## config.mk

```make
export PLATFORM = sky130hd
export DESIGN_NAME = round_robin_task_scheduler
export DESIGN_NICKNAME = d
export VERILOG_FILES = /design/src/rtl/rrts_pkg.sv /design/src/rtl/rrts_ready_fifo.sv /design/src/rtl/round_robin_task_scheduler.sv
export VERILOG_INCLUDE_DIRS = /design/src /design/src/rtl
export SDC_FILE = /design/constraint.sdc
export NUM_CORES = 1
export LEC_CHECK = 0
export BUFFER_PORTS_ARGS = -buffer_cell sky130_fd_sc_hd__buf_2
export CAP_MARGIN = 5
export CELL_PAD_IN_SITES_DETAIL_PLACEMENT = 2
export CELL_PAD_IN_SITES_GLOBAL_PLACEMENT = 2
export CORE_MARGIN = 2
export CORE_UTILIZATION = 47
export CTS_CLUSTER_DIAMETER = 120
export DETAILED_ROUTE_END_ITERATION = 8
export PLACE_DENSITY = 0.89
export SYNTH_ARGS = -nofsm -noshare
export SYNTH_HDL_FRONTEND = slang
export SYNTH_SLANG_ARGS = --single-unit
```

## constraint.sdc

```tcl
create_clock -name clk -period 12.39 [get_ports clk]
set_input_delay 2.478 -clock clk [delete_from_list [all_inputs] [get_ports clk]]
set_output_delay 2.478 -clock clk [all_outputs]
set_load 0.1 [all_outputs]
```

## src/rtl/round_robin_task_scheduler_macros.svh

```systemverilog
`ifndef ROUND_ROBIN_TASK_SCHEDULER_MACROS_SVH
`define ROUND_ROBIN_TASK_SCHEDULER_MACROS_SVH

// Same-cycle implication, sampled on clk, off during reset.
`define RRTS_ASSERT_NOW(label, ante, cons) \
	label: assert property (@(posedge clk) disable iff (!arst_n) (ante) |-> (cons)) \
		else $error("scheduler check failed");

// Next-cycle implication, sampled on clk, off during reset.
`define RRTS_ASSERT_NEXT(label, ante, cons) \
	label: assert property (@(posedge clk) disable iff (!arst_n) (ante) |=> (cons)) \
		else $error("scheduler check failed");

`endif

```

## src/rtl/rrts_pkg.sv

```systemverilog
package rrts_pkg;

	localparam int NUM_TASKS = 16;
	localparam int IDX_W     = $clog2(NUM_TASKS);
	localparam int CNT_W     = $clog2(NUM_TASKS + 1);

	localparam int REQ_W  = 3;
	localparam int TASK_W = 4;
	localparam int BCNT_W = 5;
	localparam int ST_W   = 3;
	localparam int MODE_W = 2;

	localparam logic [REQ_W-1:0] REQ_SWITCH     = 3'd0;
	localparam logic [REQ_W-1:0] REQ_SCHEDULE   = 3'd1;
	localparam logic [REQ_W-1:0] REQ_DESCHEDULE = 3'd2;
	localparam logic [REQ_W-1:0] REQ_BLOCK      = 3'd3;
	localparam logic [REQ_W-1:0] REQ_UNBLOCK    = 3'd4;

	localparam logic [ST_W-1:0] ST_INACTIVE = 3'd0;
	localparam logic [ST_W-1:0] ST_READY    = 3'd1;
	localparam logic [ST_W-1:0] ST_RUNNING  = 3'd2;
	localparam logic [ST_W-1:0] ST_BLOCKED  = 3'd3;
	localparam logic [ST_W-1:0] ST_ZOMBIE   = 3'd4;

	localparam logic [MODE_W-1:0] MODE_STARTING = 2'd0;
	localparam logic [MODE_W-1:0] MODE_RUNNING  = 2'd1;
	localparam logic [MODE_W-1:0] MODE_IDLE     = 2'd2;
	localparam logic [MODE_W-1:0] MODE_EXITED   = 2'd3;

	typedef struct packed {
		logic [REQ_W-1:0]  req_type;
		logic [TASK_W-1:0] task_id;
	} req_t;

	typedef struct packed {
		logic [TASK_W-1:0] current_task;
		logic              idle_running;
		logic              exited;
		logic [BCNT_W-1:0] blocked_count;
		logic              accepted;
	} rsp_t;

	typedef struct packed {
		logic push;
		logic pop;
	} fifo_ctrl_t;

	typedef struct packed {
		logic [CNT_W-1:0] count;
		logic             full;
	} fifo_stat_t;

endpackage

```

## src/rtl/rrts_ready_fifo.sv

```systemverilog
module rrts_ready_fifo (
	input  logic                      clk,
	input  logic                      arst_n,
	input  rrts_pkg::fifo_ctrl_t      ctrl,
	input  logic [rrts_pkg::IDX_W-1:0] push_data,
	output logic [rrts_pkg::IDX_W-1:0] rd_data,
	output rrts_pkg::fifo_stat_t      status
);

	localparam int IDX_W = rrts_pkg::IDX_W;
	localparam int CNT_W = rrts_pkg::CNT_W;
	localparam int N     = rrts_pkg::NUM_TASKS;

	logic [IDX_W-1:0] mem [N];
	logic [IDX_W-1:0] head_q;
	logic [CNT_W-1:0] count_q;
	logic [CNT_W:0]   tail_sum;
	logic [CNT_W:0]   tail_wrap;
	logic [IDX_W-1:0] tail;
	logic             full;
	logic             do_push;
	logic             do_pop;

	assign full      = (count_q >= CNT_W'(N));
	assign tail_sum  = (CNT_W+1)'(head_q) + (CNT_W+1)'(count_q);
	assign tail_wrap = (tail_sum >= (CNT_W+1)'(N)) ? tail_sum - (CNT_W+1)'(N) : tail_sum;
	assign tail      = tail_wrap[IDX_W-1:0];
	assign do_push   = ctrl.push && !full;
	assign do_pop    = ctrl.pop && (count_q != '0);

	always_ff @(posedge clk) begin
		if (do_push) begin
			mem[tail] <= push_data;
		end
		if (do_pop) begin
			rd_data <= mem[head_q];
		end
	end

	always_ff @(posedge clk or negedge arst_n) begin
		if (!arst_n) begin
			head_q  <= '0;
			count_q <= '0;
		end else begin
			if (do_pop) begin
				head_q <= (head_q == IDX_W'(N - 1)) ? '0 : head_q + 1'b1;
			end
			// pushes and pops never share a cycle under the sequencer
			if (do_push) begin
				count_q <= count_q + 1'b1;
			end else if (do_pop) begin
				count_q <= count_q - 1'b1;
			end
		end
	end

	assign status.count = count_q;
	assign status.full  = full;

endmodule

```

## src/rtl/round_robin_task_scheduler.sv

```systemverilog
// Round-robin ready-queue scheduler, one request at a time.
// Schedule/deschedule/block/unblock pass through S_EXEC and then S_RESP; an ignored
// request goes straight to S_RESP. A switch passes S_PREV, then S_POP and S_CHECK for
// each dequeue (up to NUM_TASKS), and ends in S_RESP once it runs a task, or after a
// last S_POP when the queue runs dry. The state table has a single read port.
// A new request is taken only while busy is low; the receiver cannot stall.
`include "round_robin_task_scheduler_macros.svh"

module round_robin_task_scheduler (
	input  logic           clk,
	input  logic           arst_n,
	input  logic           start,
	input  rrts_pkg::req_t request,
	output logic           busy,
	output logic           done,
	output rrts_pkg::rsp_t result
);

	// Reset (arst_n low): all tasks inactive, queue empty, mode starting.

	localparam int N      = rrts_pkg::NUM_TASKS;
	localparam int IDX_W  = rrts_pkg::IDX_W;
	localparam int CNT_W  = rrts_pkg::CNT_W;
	localparam int ST_W   = rrts_pkg::ST_W;
	localparam int MODE_W = rrts_pkg::MODE_W;

	localparam logic [2:0] S_IDLE  = 3'd0;
	localparam logic [2:0] S_EXEC  = 3'd1;
	localparam logic [2:0] S_PREV  = 3'd2;
	localparam logic [2:0] S_POP   = 3'd3;
	localparam logic [2:0] S_CHECK = 3'd4;
	localparam logic [2:0] S_RESP  = 3'd5;

	logic [2:0]                   seq_q;
	logic [rrts_pkg::REQ_W-1:0]   req_q;
	logic [IDX_W-1:0]             addr_q;
	logic [ST_W-1:0]              state_q [N];
	logic [N-1:0]                 inq_q;
	logic [CNT_W-1:0]             btot_q;
	logic [IDX_W-1:0]             running_q;
	logic [MODE_W-1:0]            mode_q;
	logic                         acc_q;

	rrts_pkg::fifo_ctrl_t         fifo_ctrl;
	rrts_pkg::fifo_stat_t         fifo_stat;
	logic [IDX_W-1:0]             fifo_rd;
	logic [IDX_W-1:0]             rd_addr;
	logic [ST_W-1:0]              st_rd;
	logic                         absent;
	logic                         push_req;
	logic                         enq;
	logic                         tid_ok;
	logic                         req_ok;

	rrts_ready_fifo u_fifo (
		.clk       (clk),
		.arst_n    (arst_n),
		.ctrl      (fifo_ctrl),
		.push_data (addr_q),
		.rd_data   (fifo_rd),
		.status    (fifo_stat)
	);

	// one read port on the state table, steered by the sequencer
	assign rd_addr = (seq_q == S_CHECK) ? fifo_rd : addr_q;
	assign st_rd   = state_q[rd_addr];
	assign absent  = !inq_q[addr_q];
	assign tid_ok  = (32'(request.task_id) < N);
	assign req_ok  = (request.req_type == rrts_pkg::REQ_SCHEDULE) ||
	                 (request.req_type == rrts_pkg::REQ_DESCHEDULE) ||
	                 (request.req_type == rrts_pkg::REQ_BLOCK) ||
	                 (request.req_type == rrts_pkg::REQ_UNBLOCK);

	always_comb begin
		push_req = 1'b0;
		if (seq_q == S_EXEC) begin
			unique case (req_q)
				rrts_pkg::REQ_SCHEDULE:   push_req = absent;
				rrts_pkg::REQ_DESCHEDULE: push_req = absent && (st_rd != rrts_pkg::ST_RUNNING);
				rrts_pkg::REQ_UNBLOCK:    push_req = absent && (st_rd == rrts_pkg::ST_BLOCKED);
				default:                  push_req = 1'b0;
			endcase
		end else if (seq_q == S_PREV) begin
			push_req = absent && (mode_q == rrts_pkg::MODE_RUNNING) &&
			           (st_rd == rrts_pkg::ST_RUNNING);
		end
		enq = push_req && !fifo_stat.full;
		fifo_ctrl.push = enq;
		fifo_ctrl.pop  = (seq_q == S_POP) && (fifo_stat.count != '0);
	end

	always_ff @(posedge clk or negedge arst_n) begin
		if (!arst_n) begin
			seq_q     <= S_IDLE;
			req_q     <= rrts_pkg::REQ_SWITCH;
			addr_q    <= '0;
			inq_q     <= '0;
			btot_q    <= '0;
			running_q <= '0;
			mode_q    <= rrts_pkg::MODE_STARTING;
			acc_q     <= 1'b0;
			for (int i = 0; i < N; i++) begin
				state_q[i] <= rrts_pkg::ST_INACTIVE;
			end
		end else begin
			if (enq) begin
				inq_q[addr_q] <= 1'b1;
			end
			unique case (seq_q)
				S_IDLE: begin
					acc_q <= 1'b0;
					if (start) begin
						req_q <= request.req_type;
						if (request.req_type == rrts_pkg::REQ_SWITCH) begin
							addr_q <= running_q;
							seq_q  <= S_PREV;
						end else if (req_ok && tid_ok) begin
							addr_q <= IDX_W'(request.task_id);
							seq_q  <= S_EXEC;
						end else begin
							seq_q <= S_RESP;
						end
					end
				end
				S_EXEC: begin
					seq_q <= S_RESP;
					unique case (req_q)
						rrts_pkg::REQ_SCHEDULE: begin
							if (absent) begin
								if (st_rd == rrts_pkg::ST_BLOCKED && btot_q != '0) begin
									btot_q <= btot_q - 1'b1;
								end
								state_q[addr_q] <= rrts_pkg::ST_READY;
								acc_q <= 1'b1;
							end
						end
						rrts_pkg::REQ_DESCHEDULE: begin
							if (st_rd == rrts_pkg::ST_BLOCKED && btot_q != '0) begin
								btot_q <= btot_q - 1'b1;
							end
							state_q[addr_q] <= (st_rd == rrts_pkg::ST_RUNNING) ?
							                   rrts_pkg::ST_INACTIVE : rrts_pkg::ST_ZOMBIE;
							acc_q <= 1'b1;
						end
						rrts_pkg::REQ_BLOCK: begin
							if (st_rd == rrts_pkg::ST_READY || st_rd == rrts_pkg::ST_RUNNING) begin
								state_q[addr_q] <= rrts_pkg::ST_BLOCKED;
								btot_q <= btot_q + 1'b1;
								acc_q <= 1'b1;
							end
						end
						rrts_pkg::REQ_UNBLOCK: begin
							if (st_rd == rrts_pkg::ST_BLOCKED) begin
								if (btot_q != '0) begin
									btot_q <= btot_q - 1'b1;
								end
								state_q[addr_q] <= rrts_pkg::ST_READY;
								acc_q <= 1'b1;
							end
						end
						default: begin
							acc_q <= 1'b0;
						end
					endcase
				end
				S_PREV: begin
					// requeue or retire the previous task
					acc_q <= 1'b1;
					seq_q <= S_POP;
					if (mode_q == rrts_pkg::MODE_RUNNING) begin
						if (st_rd == rrts_pkg::ST_RUNNING) begin
							state_q[addr_q] <= rrts_pkg::ST_READY;
						end else if (st_rd == rrts_pkg::ST_ZOMBIE) begin
							state_q[addr_q] <= rrts_pkg::ST_INACTIVE;
						end
					end
				end
				S_POP: begin
					if (fifo_stat.count == '0) begin
						mode_q <= (btot_q == '0) ? rrts_pkg::MODE_EXITED : rrts_pkg::MODE_IDLE;
						seq_q  <= S_RESP;
					end else begin
						seq_q <= S_CHECK;
					end
				end
				S_CHECK: begin
					inq_q[fifo_rd] <= 1'b0;
					if (st_rd == rrts_pkg::ST_ZOMBIE) begin
						state_q[fifo_rd] <= rrts_pkg::ST_INACTIVE;
						seq_q <= S_POP;
					end else if (st_rd == rrts_pkg::ST_BLOCKED) begin
						// drop stale entry
						seq_q <= S_POP;
					end else begin
						state_q[fifo_rd] <= rrts_pkg::ST_RUNNING;
						running_q <= fifo_rd;
						mode_q    <= rrts_pkg::MODE_RUNNING;
						seq_q     <= S_RESP;
					end
				end
				S_RESP: begin
					seq_q <= S_IDLE;
				end
				default: begin
					seq_q <= S_IDLE;
				end
			endcase
		end
	end

	assign busy = (seq_q != S_IDLE);
	assign done = (seq_q == S_RESP);

	assign result.current_task  = (mode_q == rrts_pkg::MODE_RUNNING) ?
	                              rrts_pkg::TASK_W'(running_q) : '0;
	assign result.idle_running  = (mode_q == rrts_pkg::MODE_IDLE);
	assign result.exited        = (mode_q == rrts_pkg::MODE_EXITED);
	assign result.blocked_count = rrts_pkg::BCNT_W'(btot_q);
	assign result.accepted      = acc_q;

	`RRTS_ASSERT_NEXT(a_done_frees, done, !busy)
	`RRTS_ASSERT_NEXT(a_start_busy, start && !busy, busy)
	`RRTS_ASSERT_NOW(a_btot_range, 1'b1, btot_q <= CNT_W'(N))
	`RRTS_ASSERT_NOW(a_fifo_range, 1'b1, fifo_stat.count <= CNT_W'(N))
	`RRTS_ASSERT_NOW(a_no_push_pop, fifo_ctrl.push, !fifo_ctrl.pop)

endmodule
```

==> results.sh, run 1 <==
export IMPL_post_cts_resized=0
export IMPL_clk_path_buf_depth=2
export IMPL_post_cts_setup_buffers=0
export IMPL_hold_path_class="flop to flop"
export IMPL_synth_top_area_frac=0.270
export IMPL_hold_buffers=0
export IMPL_die_area_um2=19800
export IMPL_power_mw=2.95
export IMPL_stdcell_area_um2=9620
export IMPL_slew_violations=0
export IMPL_synth_area_leader_cell="dfrtp_1"
export IMPL_htreeDepth=4
export IMPL_totalWireLength_um=30500
export IMPL_cts_root_buf="clkbuf_16"
export IMPL_period_needed_ns=5.33
export IMPL_hpwlAfterDp_um=19800
export IMPL_die_x_um=141
export IMPL_ys_seq_area_frac=0.503
export IMPL_grt_usage=0.324
export IMPL_critPathBufInv=3
export IMPL_routedWlPerCell_um=30.5
export IMPL_drc=0
export IMPL_globalRouteMet3Util=0.0469
export IMPL_num_antenna_cells=0
export IMPL_critPathTopFamily="compound AO/OA/AOI/OAI gates"
export IMPL_critPathMaxFanout=33
export IMPL_synth_area_leaders="dfrtp_1 27%, edfxtp_1 23%, mux4_2 11%, o22ai_1 3.0%, nand2_1 2.5%"
export IMPL_cts_tree="done"
export IMPL_fillCellCount=1774
export IMPL_startpoint_type="flop"
export IMPL_io_buffers=23
export IMPL_syn_area_um2=8790
export IMPL_drive_above_1_share=0.180
export IMPL_place_ws_ns=7.24
export IMPL_placed_cell_area_um2=9040
export IMPL_initial_core_util=0.475
export IMPL_grt_pass1_wl_um=47700
export IMPL_io_pin_count=24
export IMPL_dr_first_iter_drc_count=437
export IMPL_setup_viol=0
export IMPL_synth_edf_count=68
export IMPL_worst_pin_slew_ns=1.24
export IMPL_use_met1=0.397
export IMPL_avgViaCountPerCell=6.83
export IMPL_netlist_cell_type_count=69
export IMPL_path_class="flop to flop"
export IMPL_gp_congestion=0.895
export IMPL_clk_pin_slew_worst_paths_ns=0.07
export IMPL_maxCapViolCount=0
export IMPL_peakVddDrop_mv=0.124
export IMPL_required_ns=12.68
export IMPL_num_rows=50
export IMPL_async_reset_ff_frac=0.583
export IMPL_num_vias=6826
export IMPL_period_share=0.430
export IMPL_synth_ff_type="dfrtp_1"
export IMPL_firstDrtPassIters=7
export IMPL_relSlewSlack=0.172
export IMPL_synthCells=752
export IMPL_rrSetupSlack_ns=7.06
export IMPL_setup_slack_ns=7.06
export IMPL_cts_sinks=163
export IMPL_postRouteAntennaNets=0
export IMPL_critPathArrivalTime_ns=5.62
export IMPL_die_h_um=141
export IMPL_grt_overflow=0
export IMPL_syn2layout_area_growth_pct=9.36
export IMPL_critical_path_slowest_cell="edfxtp_1"
export IMPL_worstSetupEndpointType="flop"
export IMPL_clk_latency_ns=0.45
export IMPL_synth_fp_nets=775
export IMPL_slowest_delay_ns=1.16
export IMPL_rsz0062_at_grt="false"
export IMPL_fmax_ghz=0.188
export IMPL_grt_pass1_vias=7687
export IMPL_hold_violations=0
export IMPL_pwr_density_cell_nw_per_um2=306
export IMPL_crit_chain="mux4_2 -> or3_1 -> a21oi_1 -> nor4_2 -> o2bb2ai_2 -> a21boi_1 -> o32a_1 -> or2_1 -> buf_4 -> inv_1 -> fa_1 -> inv_1 -> a21o_1 -> a21oi_1 -> nand2_1 -> xor2_1 -> o21ai_0"
export IMPL_yosys_warnings=0
export IMPL_fin_nets=776
export IMPL_ys_seq_elements=163
export IMPL_status="complete, no violations"
export IMPL_final_common_cell="dfrtp_1"
export IMPL_layout_common_cells="94 x dfrtp_1, 68 x edfxtp_1, 59 x nand2_1, 45 x nor2_1, 43 x mux4_2"
export IMPL_antenna_found_initial=0
export IMPL_core_um2=18500
export IMPL_synth_area_per_cell_um2=11.7
export IMPL_busiest_layer="met2"
export IMPL_totalNegativeSetupSlack_ns=0
export IMPL_finClkSkew_ns=0.0155
export IMPL_cts_inserted_buffers=17
export IMPL_gr_usage_met2=0.560
export IMPL_final_core_util=0.519
export IMPL_leakage_nw=3.56
export IMPL_grt_max_degree=65
cell usage after synthesis (17+ instances only):
master / count
a21oi_1: 17
mux4_2: 43
inv_1: 37
mux2i_1: 20
o22ai_1: 42
clkbuf_1: 32
nor2_1: 45
edfxtp_1: 68
nand2_1: 59
dfrtp_1: 95
nor3_1: 27
nor4_1: 17
final timing paths:
| path | startpoint | cells after the start | endpoint |
|---|---|---|---|
| max | u_fifo.rd_data[1]$_DFFE_PP_ | 17 | u_fifo.count_q[4]$_DFFE_PN0P_ |
| min | inq_q[13]$_DFF_PN0_ | 2 | inq_q[13]$_DFF_PN0_ |
| max reg2reg | u_fifo.rd_data[1]$_DFFE_PP_ | 17 | u_fifo.count_q[4]$_DFFE_PN0P_ |
| min reg2reg | inq_q[13]$_DFF_PN0_ | 2 | inq_q[13]$_DFF_PN0_ |
| max in group asynchronous | arst_n | 2 | addr_q[0]$_DFFE_PN0P_ |
| min in group asynchronous | arst_n | 1 | state_q[21]$_DFFE_PN0P_ |
through the flow:
step,std cells,hold slack [ns]
6_report,1000,0.505
5_1_grt,1000,0.527
4_1_cts,1000,0.504
3_5_place_dp,968,0.483
3_3_place_gp,968,0.472
2_1_floorplan,752,0.442
power breakdown:
group	internal, mW	switching, mW
combinational	0.500	1.01
sequential	0.720	0.188
clock	0.270	0.258
total	1.49	1.46
worst register-to-register path, cell delays in order, from the launching register on:
cell	delay, ns
edfxtp_1	1.16
mux4_2	0.63
or3_1	0.38
a21oi_1	0.33
nor4_2	0.14
o2bb2ai_2	0.18
a21boi_1	0.20
o32a_1	0.32
or2_1	0.16
buf_4	0.39
inv_1	0.15
fa_1	0.48
inv_1	0.09
a21o_1	0.11
a21oi_1	0.08
nand2_1	0.11
xor2_1	0.14
o21ai_0	0.13
per-layer routing:
metal  routed length (µm)  share of wire  up-vias
met5                    0              0        -
met4                 1360          0.045        0
met3                 1530          0.050       91
met2                15800           0.52      283
met1                11800           0.39     3589
li1                     -              -     2863
registers in the layout, summed over array words and instances (netlist names), 2 cells and up, named ones only:
signal,cells
req_q,3
addr_q,4
u_fifo.rd_data,4
running_q,4
state_q,47
u_fifo.count_q,5
u_fifo.mem,64
seq_q,3
u_fifo.head_q,4
btot_q,5
inq_q,16
mode_q,2
kinds of logic after synthesis:
group | after synthesis | synth area share
buffers and inverters | 91 | 0.0460
adders and majority gates | 13 | 0.0211
xor gates and xnor gates | 15 | 0.0149
DFF | 163 | 0.503
AOI/OAI and AO/OA | 170 | 0.135
muxes | 78 | 0.152
and+or+nand+nor | 222 | 0.128
area by class of cell:
| type | instances | area (µm²) | area share |
|---|---|---|---|
| Inverter | 37 | 139 | 0.0144 |
| Sequential cell | 163 | 4420 | 0.460 |
| Multi-Input combinational cell | 498 | 3970 | 0.413 |
| Clock inverter | 15 | 154 | 0.0160 |
| Clock buffer | 17 | 425 | 0.0442 |
| Tap cell | 234 | 293 | 0.0304 |
| Timing Repair Buffer | 36 | 215 | 0.0224 |
(Power assumes the default switching activity.)
==> run 2: changes to the inputs <==
--- a/config.mk
+++ b/config.mk
@@ -11,10 +11,10 @@
 export CELL_PAD_IN_SITES_DETAIL_PLACEMENT = 2
 export CELL_PAD_IN_SITES_GLOBAL_PLACEMENT = 2
 export CORE_MARGIN = 2
-export CORE_UTILIZATION = 47
+export CORE_UTILIZATION = 43
 export CTS_CLUSTER_DIAMETER = 120
 export DETAILED_ROUTE_END_ITERATION = 8
-export PLACE_DENSITY = 0.89
+export PLACE_DENSITY = 0.82
 export SYNTH_ARGS = -nofsm -noshare
 export SYNTH_HDL_FRONTEND = slang
 export SYNTH_SLANG_ARGS = --single-unit
==> constraint.sdc (replaced) <==
create_clock -name clk -period 5.5 [get_ports clk]
set_input_delay 1.1 -clock clk [delete_from_list [all_inputs] [get_ports clk]]
set_output_delay 1.1 -clock clk [all_outputs]
set_load 0.1 [all_outputs]
==> results.sh, run 2 (synthesized netlist as in run 1, its figures left out) <==
export IMPL_status="complete, no violations"
export IMPL_antenna_found_initial=0
export IMPL_gp_congestion=0.920
export IMPL_path_class="flop to flop"
export IMPL_combinationalPowerShare=0.509
export IMPL_largest_register="u_fifo.mem"
export IMPL_avgViaCountPerCell=6.49
export IMPL_clk_latency_ns=0.45
export IMPL_reg_top3="u_fifo.mem (64), state_q (47), inq_q (16)"
export IMPL_fin_nets=785
export IMPL_critPathBufInv=1
export IMPL_grt_overflow=0
export IMPL_post_cts_resized=0
export IMPL_critPathArrivalTime_ns=5.12
export IMPL_crit_chain="or3b_1 -> or3_1 -> a21oi_1 -> nor4_2 -> o2bb2ai_2 -> a21boi_1 -> o32a_1 -> or2_1 -> buf_4 -> nor4_1"
export IMPL_setup_slack_ns=0.451
export IMPL_drc=0
export IMPL_num_rows=52
export IMPL_peakVddDrop_mv=0.271
export IMPL_slew_violations=0
export IMPL_required_ns=5.57
export IMPL_layout_common_cells="94 x dfrtp_1, 68 x edfxtp_1, 59 x nand2_1, 45 x nor2_1, 43 x mux4_2"
export IMPL_worst_pin_slew_ns=1.21
export IMPL_hold_path_class="flop to flop"
export IMPL_hold_path_depth=2
export IMPL_htreeDepth=4
export IMPL_worstSetupEndpointType="flop"
export IMPL_period_share=0.918
export IMPL_drive_above_1_share=0.188
export IMPL_post_cts_setup_buffers=0
export IMPL_die_x_um=147
export IMPL_initial_core_util=0.436
export IMPL_hold_buffers=0
export IMPL_num_antenna_cells=0
export IMPL_largest_register_ffs=64
export IMPL_grt_pass1_wl_um=48500
export IMPL_clk_pin_slew_worst_paths_ns=0.08
export IMPL_grt_pass1_vias=7564
export IMPL_p_sw_mw=3.34
export IMPL_p_seq_frac=0.311
export IMPL_crit_cells=10
export IMPL_totalWireLength_um=31400
export IMPL_rrSetupSlack_ns=0.45
export IMPL_fmax_ghz=0.198
export IMPL_clk_path_buf_depth=2
export IMPL_stdcell_area_um2=9730
export IMPL_place_ws_ns=0.583
export IMPL_cts_inserted_buffers=17
export IMPL_startpoint_type="flop"
export IMPL_io_pin_count=24
export IMPL_critPathMaxFanout=32
export IMPL_firstDrtPassIters=5
export IMPL_dr_first_iter_drc_count=501
export IMPL_finClkSkew_ns=0.0187
export IMPL_final_cells=1045
export IMPL_cts_root_buf="clkbuf_16"
export IMPL_fillCellCount=2042
export IMPL_maxCapViolCount=0
export IMPL_routedWlPerCell_um=30.1
export IMPL_grt_usage=0.302
export IMPL_pwr_density_cell_nw_per_um2=692
export IMPL_cts_tree="done"
export IMPL_sw_frac_of_total=0.496
export IMPL_slowest_delay_ns=0.96
export IMPL_placed_cell_area_um2=9150
export IMPL_die_area_um2=21600
export IMPL_num_vias=6778
export IMPL_internal_power_mw=3.40
export IMPL_rr_worst_depth=10
export IMPL_dp_cells=1013
export IMPL_totalNegativeSetupSlack_ns=0
export IMPL_die_h_um=147
export IMPL_clockPowerShare=0.180
export IMPL_cts_sinks=163
export IMPL_core_um2=20200
export IMPL_leakage_nw=3.60
export IMPL_hold_violations=0
export IMPL_critPathTopFamily="simple AND/OR/NAND/NOR gates"
export IMPL_grt_max_degree=71
export IMPL_relSlewSlack=0.193
export IMPL_io_buffers=23
export IMPL_final_common_cell="dfrtp_1"
export IMPL_period_needed_ns=5.05
export IMPL_postRouteAntennaNets=0
export IMPL_syn2layout_area_growth_pct=10.7
export IMPL_critical_path_slowest_cell="or3b_1"
export IMPL_setup_viol=0
export IMPL_hpwlAfterDp_um=21200
export IMPL_rsz0062_at_grt="false"
[run 2: changes by cell type in the layout (fill, tap and decap cells not counted), sizes merged]
cell / before / now
buf: 36 / 45
clkbuf: 17 / 18
clkinvlp: 2 / 3
inv: 47 / 45
[run 2: worst paths after layout]
kind,startpoint,end
min in group asynchronous,arst_n,u_fifo.count_q[1]$_DFFE_PN0P_
min,inq_q[14]$_DFF_PN0_,inq_q[14]$_DFF_PN0_
min reg2reg,inq_q[14]$_DFF_PN0_,inq_q[14]$_DFF_PN0_
max,seq_q[1]$_DFFE_PN0P_,u_fifo.mem[13][1]$_DFFE_PP_
max reg2reg,seq_q[1]$_DFFE_PN0P_,u_fifo.mem[13][1]$_DFFE_PP_
max in group asynchronous,arst_n,addr_q[0]$_DFFE_PN0P_
[run 2: stage by stage]
| stage | hold slack [ns] | util | power [mW] |
|---|---|---|---|
| 2_1_floorplan | 0.442 | - | 4.34 |
| 3_3_place_gp | 0.456 | 0.454 | 5.19 |
| 3_5_place_dp | 0.469 | 0.454 | 5.40 |
| 4_1_cts | 0.494 | 0.483 | 6.71 |
| 5_1_grt | 0.510 | 0.483 | 7.04 |
| 6_report | 0.496 | 0.483 | 6.73 |
[run 2: power by group through the flow]
stage	Sequential, mW	Combinational (mW)	Clock, mW
2_1_floorplan	1.97	2.36	0
3_3_place_gp	2.05	3.13	0
3_5_place_dp	2.10	3.30	0
4_1_cts	2.09	3.39	1.23
5_1_grt	2.15	3.64	1.26
6_report	2.09	3.43	1.21
[run 2: layout make-up]
| class | count | area [µm²] | area share |
|---|---|---|---|
| Clock inverter | 14 | 156 | 0.0161 |
| Inverter | 37 | 139 | 0.0143 |
| Multi-Input combinational cell | 498 | 3970 | 0.408 |
| Sequential cell | 163 | 4420 | 0.454 |
| Clock buffer | 18 | 429 | 0.0441 |
| Timing Repair Buffer | 45 | 283 | 0.0290 |
| Tap cell | 270 | 338 | 0.0347 |
[run 2: routing by layer]
layer | share of wire | routed length, µm | global-route usage
met2 | 0.51 | 16100 | 0.522
met1 | 0.41 | 12700 | 0.378
met4 | 0.031 | 985 | 0.110
met5 | 0 | 0 | 0
met3 | 0.052 | 1640 | 0.0627
[run 2: tightest hold or removal path: stages (launching register included)]
cell	delay, ns
dfrtp_1	0.35
nand2_1	0.05
o31ai_1	0.06
==> run 3: changes to the inputs <==
--- a/config.mk
+++ b/config.mk
@@ -6,14 +6,14 @@
 export SDC_FILE = /design/constraint.sdc
 export NUM_CORES = 1
 export LEC_CHECK = 0
-export BUFFER_PORTS_ARGS = -buffer_cell sky130_fd_sc_hd__buf_2
 export CAP_MARGIN = 5
 export CELL_PAD_IN_SITES_DETAIL_PLACEMENT = 2
 export CELL_PAD_IN_SITES_GLOBAL_PLACEMENT = 2
 export CORE_MARGIN = 2
-export CORE_UTILIZATION = 43
+export CORE_UTILIZATION = 44
 export CTS_CLUSTER_DIAMETER = 120
 export DETAILED_ROUTE_END_ITERATION = 8
+export DONT_BUFFER_PORTS = 1
 export PLACE_DENSITY = 0.82
 export SYNTH_ARGS = -nofsm -noshare
 export SYNTH_HDL_FRONTEND = slang
==> results.sh, run 3 (synthesized netlist as in run 1, its figures left out) <==
export IMPL_status="complete, no violations"
export IMPL_totalNegativeSetupSlack_ns=0
export IMPL_p_sw_mw=3.14
export IMPL_pwr_density_cell_nw_per_um2=672
export IMPL_wl_met2_um=15100
export IMPL_crit_start="u_fifo.rd_data[0]$_DFFE_PP_"
export IMPL_gp_congestion=0.864
export IMPL_routed_wl_met3_um=1240
export IMPL_internal_power_mw=3.34
export IMPL_cts_tree="done"
export IMPL_place_ws_ns=0.490
export IMPL_num_vias=6702
export IMPL_top_layer_used="met4"
export IMPL_critPathBufInv=1
export IMPL_cts_root_buf="clkbuf_16"
export IMPL_hold_buffers=0
export IMPL_dp_cells=992
export IMPL_routedWlPerCell_um=28.2
export IMPL_firstDrtPassIters=4
export IMPL_leakage_nw=3.54
export IMPL_die_area_um2=21100
export IMPL_drive_above_1_share=0.173
export IMPL_clk_pin_slew_worst_paths_ns=0.07
export IMPL_slowest_delay_ns=1.06
export IMPL_critPathArrivalTime_ns=5.06
export IMPL_worst_pin_slew_ns=1.26
export IMPL_relSlewSlack=0.154
export IMPL_critical_path_slowest_cell="nor4_1"
export IMPL_drt_met1_wl_um=11500
export IMPL_core_um2=19500
export IMPL_maxCapViolCount=0
export IMPL_fin_nets=769
export IMPL_largest_register_ffs=64
export IMPL_io_buffers=0
export IMPL_final_cells=1024
export IMPL_peakVddDrop_mv=0.289
export IMPL_hold_path_class="primary input to async pin"
export IMPL_worstSetupEndpointType="flop"
export IMPL_period_needed_ns=5.00
export IMPL_finClkSkew_ns=0.0134
export IMPL_p_seq_frac=0.349
export IMPL_initial_core_util=0.450
export IMPL_antenna_found_initial=0
export IMPL_htreeDepth=4
export IMPL_hpwlAfterDp_um=20000
export IMPL_drc=0
export IMPL_largest_register="u_fifo.mem"
export IMPL_period_share=0.908
export IMPL_clk_path_buf_depth=2
export IMPL_avgViaCountPerCell=6.54
export IMPL_grt_max_degree=96
export IMPL_io_pin_count=24
export IMPL_totalWireLength_um=28900
export IMPL_fmax_ghz=0.200
export IMPL_postRouteAntennaNets=0
export IMPL_cts_inserted_buffers=17
export IMPL_hold_violations=0
export IMPL_rsz0062_at_grt="false"
export IMPL_startpoint_type="flop"
export IMPL_grt_pass1_wl_um=45600
export IMPL_critPathTopFamily="simple AND/OR/NAND/NOR gates"
export IMPL_syn2layout_area_growth_pct=9.59
export IMPL_grt_overflow=0
export IMPL_post_cts_setup_buffers=0
export IMPL_slew_violations=0
export IMPL_post_cts_resized=0
export IMPL_num_rows=51
export IMPL_sw_frac_of_total=0.485
export IMPL_cts_sinks=163
export IMPL_reg2reg_from="u_fifo.rd_data[0]$_DFFE_PP_"
export IMPL_clockPowerShare=0.178
export IMPL_grt_pass1_vias=7461
export IMPL_reg_top3="u_fifo.mem (64), state_q (47), inq_q (16)"
export IMPL_power_mw=6.47
export IMPL_crit_chain="nor4bb_1 -> a21o_1 -> a211oi_1 -> o21ai_2 -> a31oi_1 -> a21boi_1 -> o32a_1 -> or2_1 -> buf_4 -> nor4_1"
export IMPL_die_x_um=145
export IMPL_final_common_cell="dfrtp_1"
export IMPL_required_ns=5.57
export IMPL_combinationalPowerShare=0.474
export IMPL_path_class="flop to flop"
export IMPL_grt_usage=0.285
export IMPL_critPathMaxFanout=21
export IMPL_dr_first_iter_drc_count=349
export IMPL_die_h_um=145
export IMPL_num_antenna_cells=0
export IMPL_layout_common_cells="94 x dfrtp_1, 68 x edfxtp_1, 59 x nand2_1, 45 x nor2_1, 43 x mux4_2"
export IMPL_setup_slack_ns=0.504
export IMPL_fin_hold_ws_ns=0.335
export IMPL_setup_viol=0
export IMPL_clk_latency_ns=0.46
run 3: power by group through the flow:
stage	Combinational (mW)	Sequential, mW	Clock, mW
floorplan	2.36	1.97	0
global placement	2.84	2.23	0
detailed placement	3.01	2.27	0
CTS	3.05	2.25	1.17
global route	3.29	2.30	1.21
finish	3.07	2.26	1.15
run 3: final cells by class:
class,count,area (µm²)
timing repair buffer,29,218
fill,1951,9890
clock buffer,18,429
clock inverter,14,123
multi-input combinational,498,3980
inverter,37,139
tap,265,332
sequential,163,4420
run 3: worst paths after layout:
kind	endpoint	slack, ns	cells past startpoint
setup / recovery	u_fifo.mem[12][3]$_DFFE_PP_	0.50	10
max in group asynchronous	addr_q[0]$_DFFE_PN0P_	5.02	0
min in group clk	inq_q[6]$_DFF_PN0_	0.50	2
hold reg to reg	inq_q[6]$_DFF_PN0_	0.50	2
hold / removal	state_q[12]$_DFFE_PN0P_	0.33	0
setup reg to reg	u_fifo.mem[12][3]$_DFFE_PP_	0.50	10
run 3: layer usage:
metal | up-vias | global-route usage
met3 | 76 | 0.0458
met1 | 3559 | 0.349
met5 | - | 0
met2 | 212 | 0.494
li1 | 2855 | -
met4 | 0 | 0.138
run 3: through the flow:
| stage | utilization | cell area, µm² |
|---|---|---|
| 2_1_floorplan | - | 8790 |
| 4_1_cts | 0.493 | 9640 |
| 3_3_place_gp | 0.465 | 9080 |
| 6_report | 0.493 | 9640 |
| 5_1_grt | 0.493 | 9640 |
| 3_5_place_dp | 0.465 | 9080 |
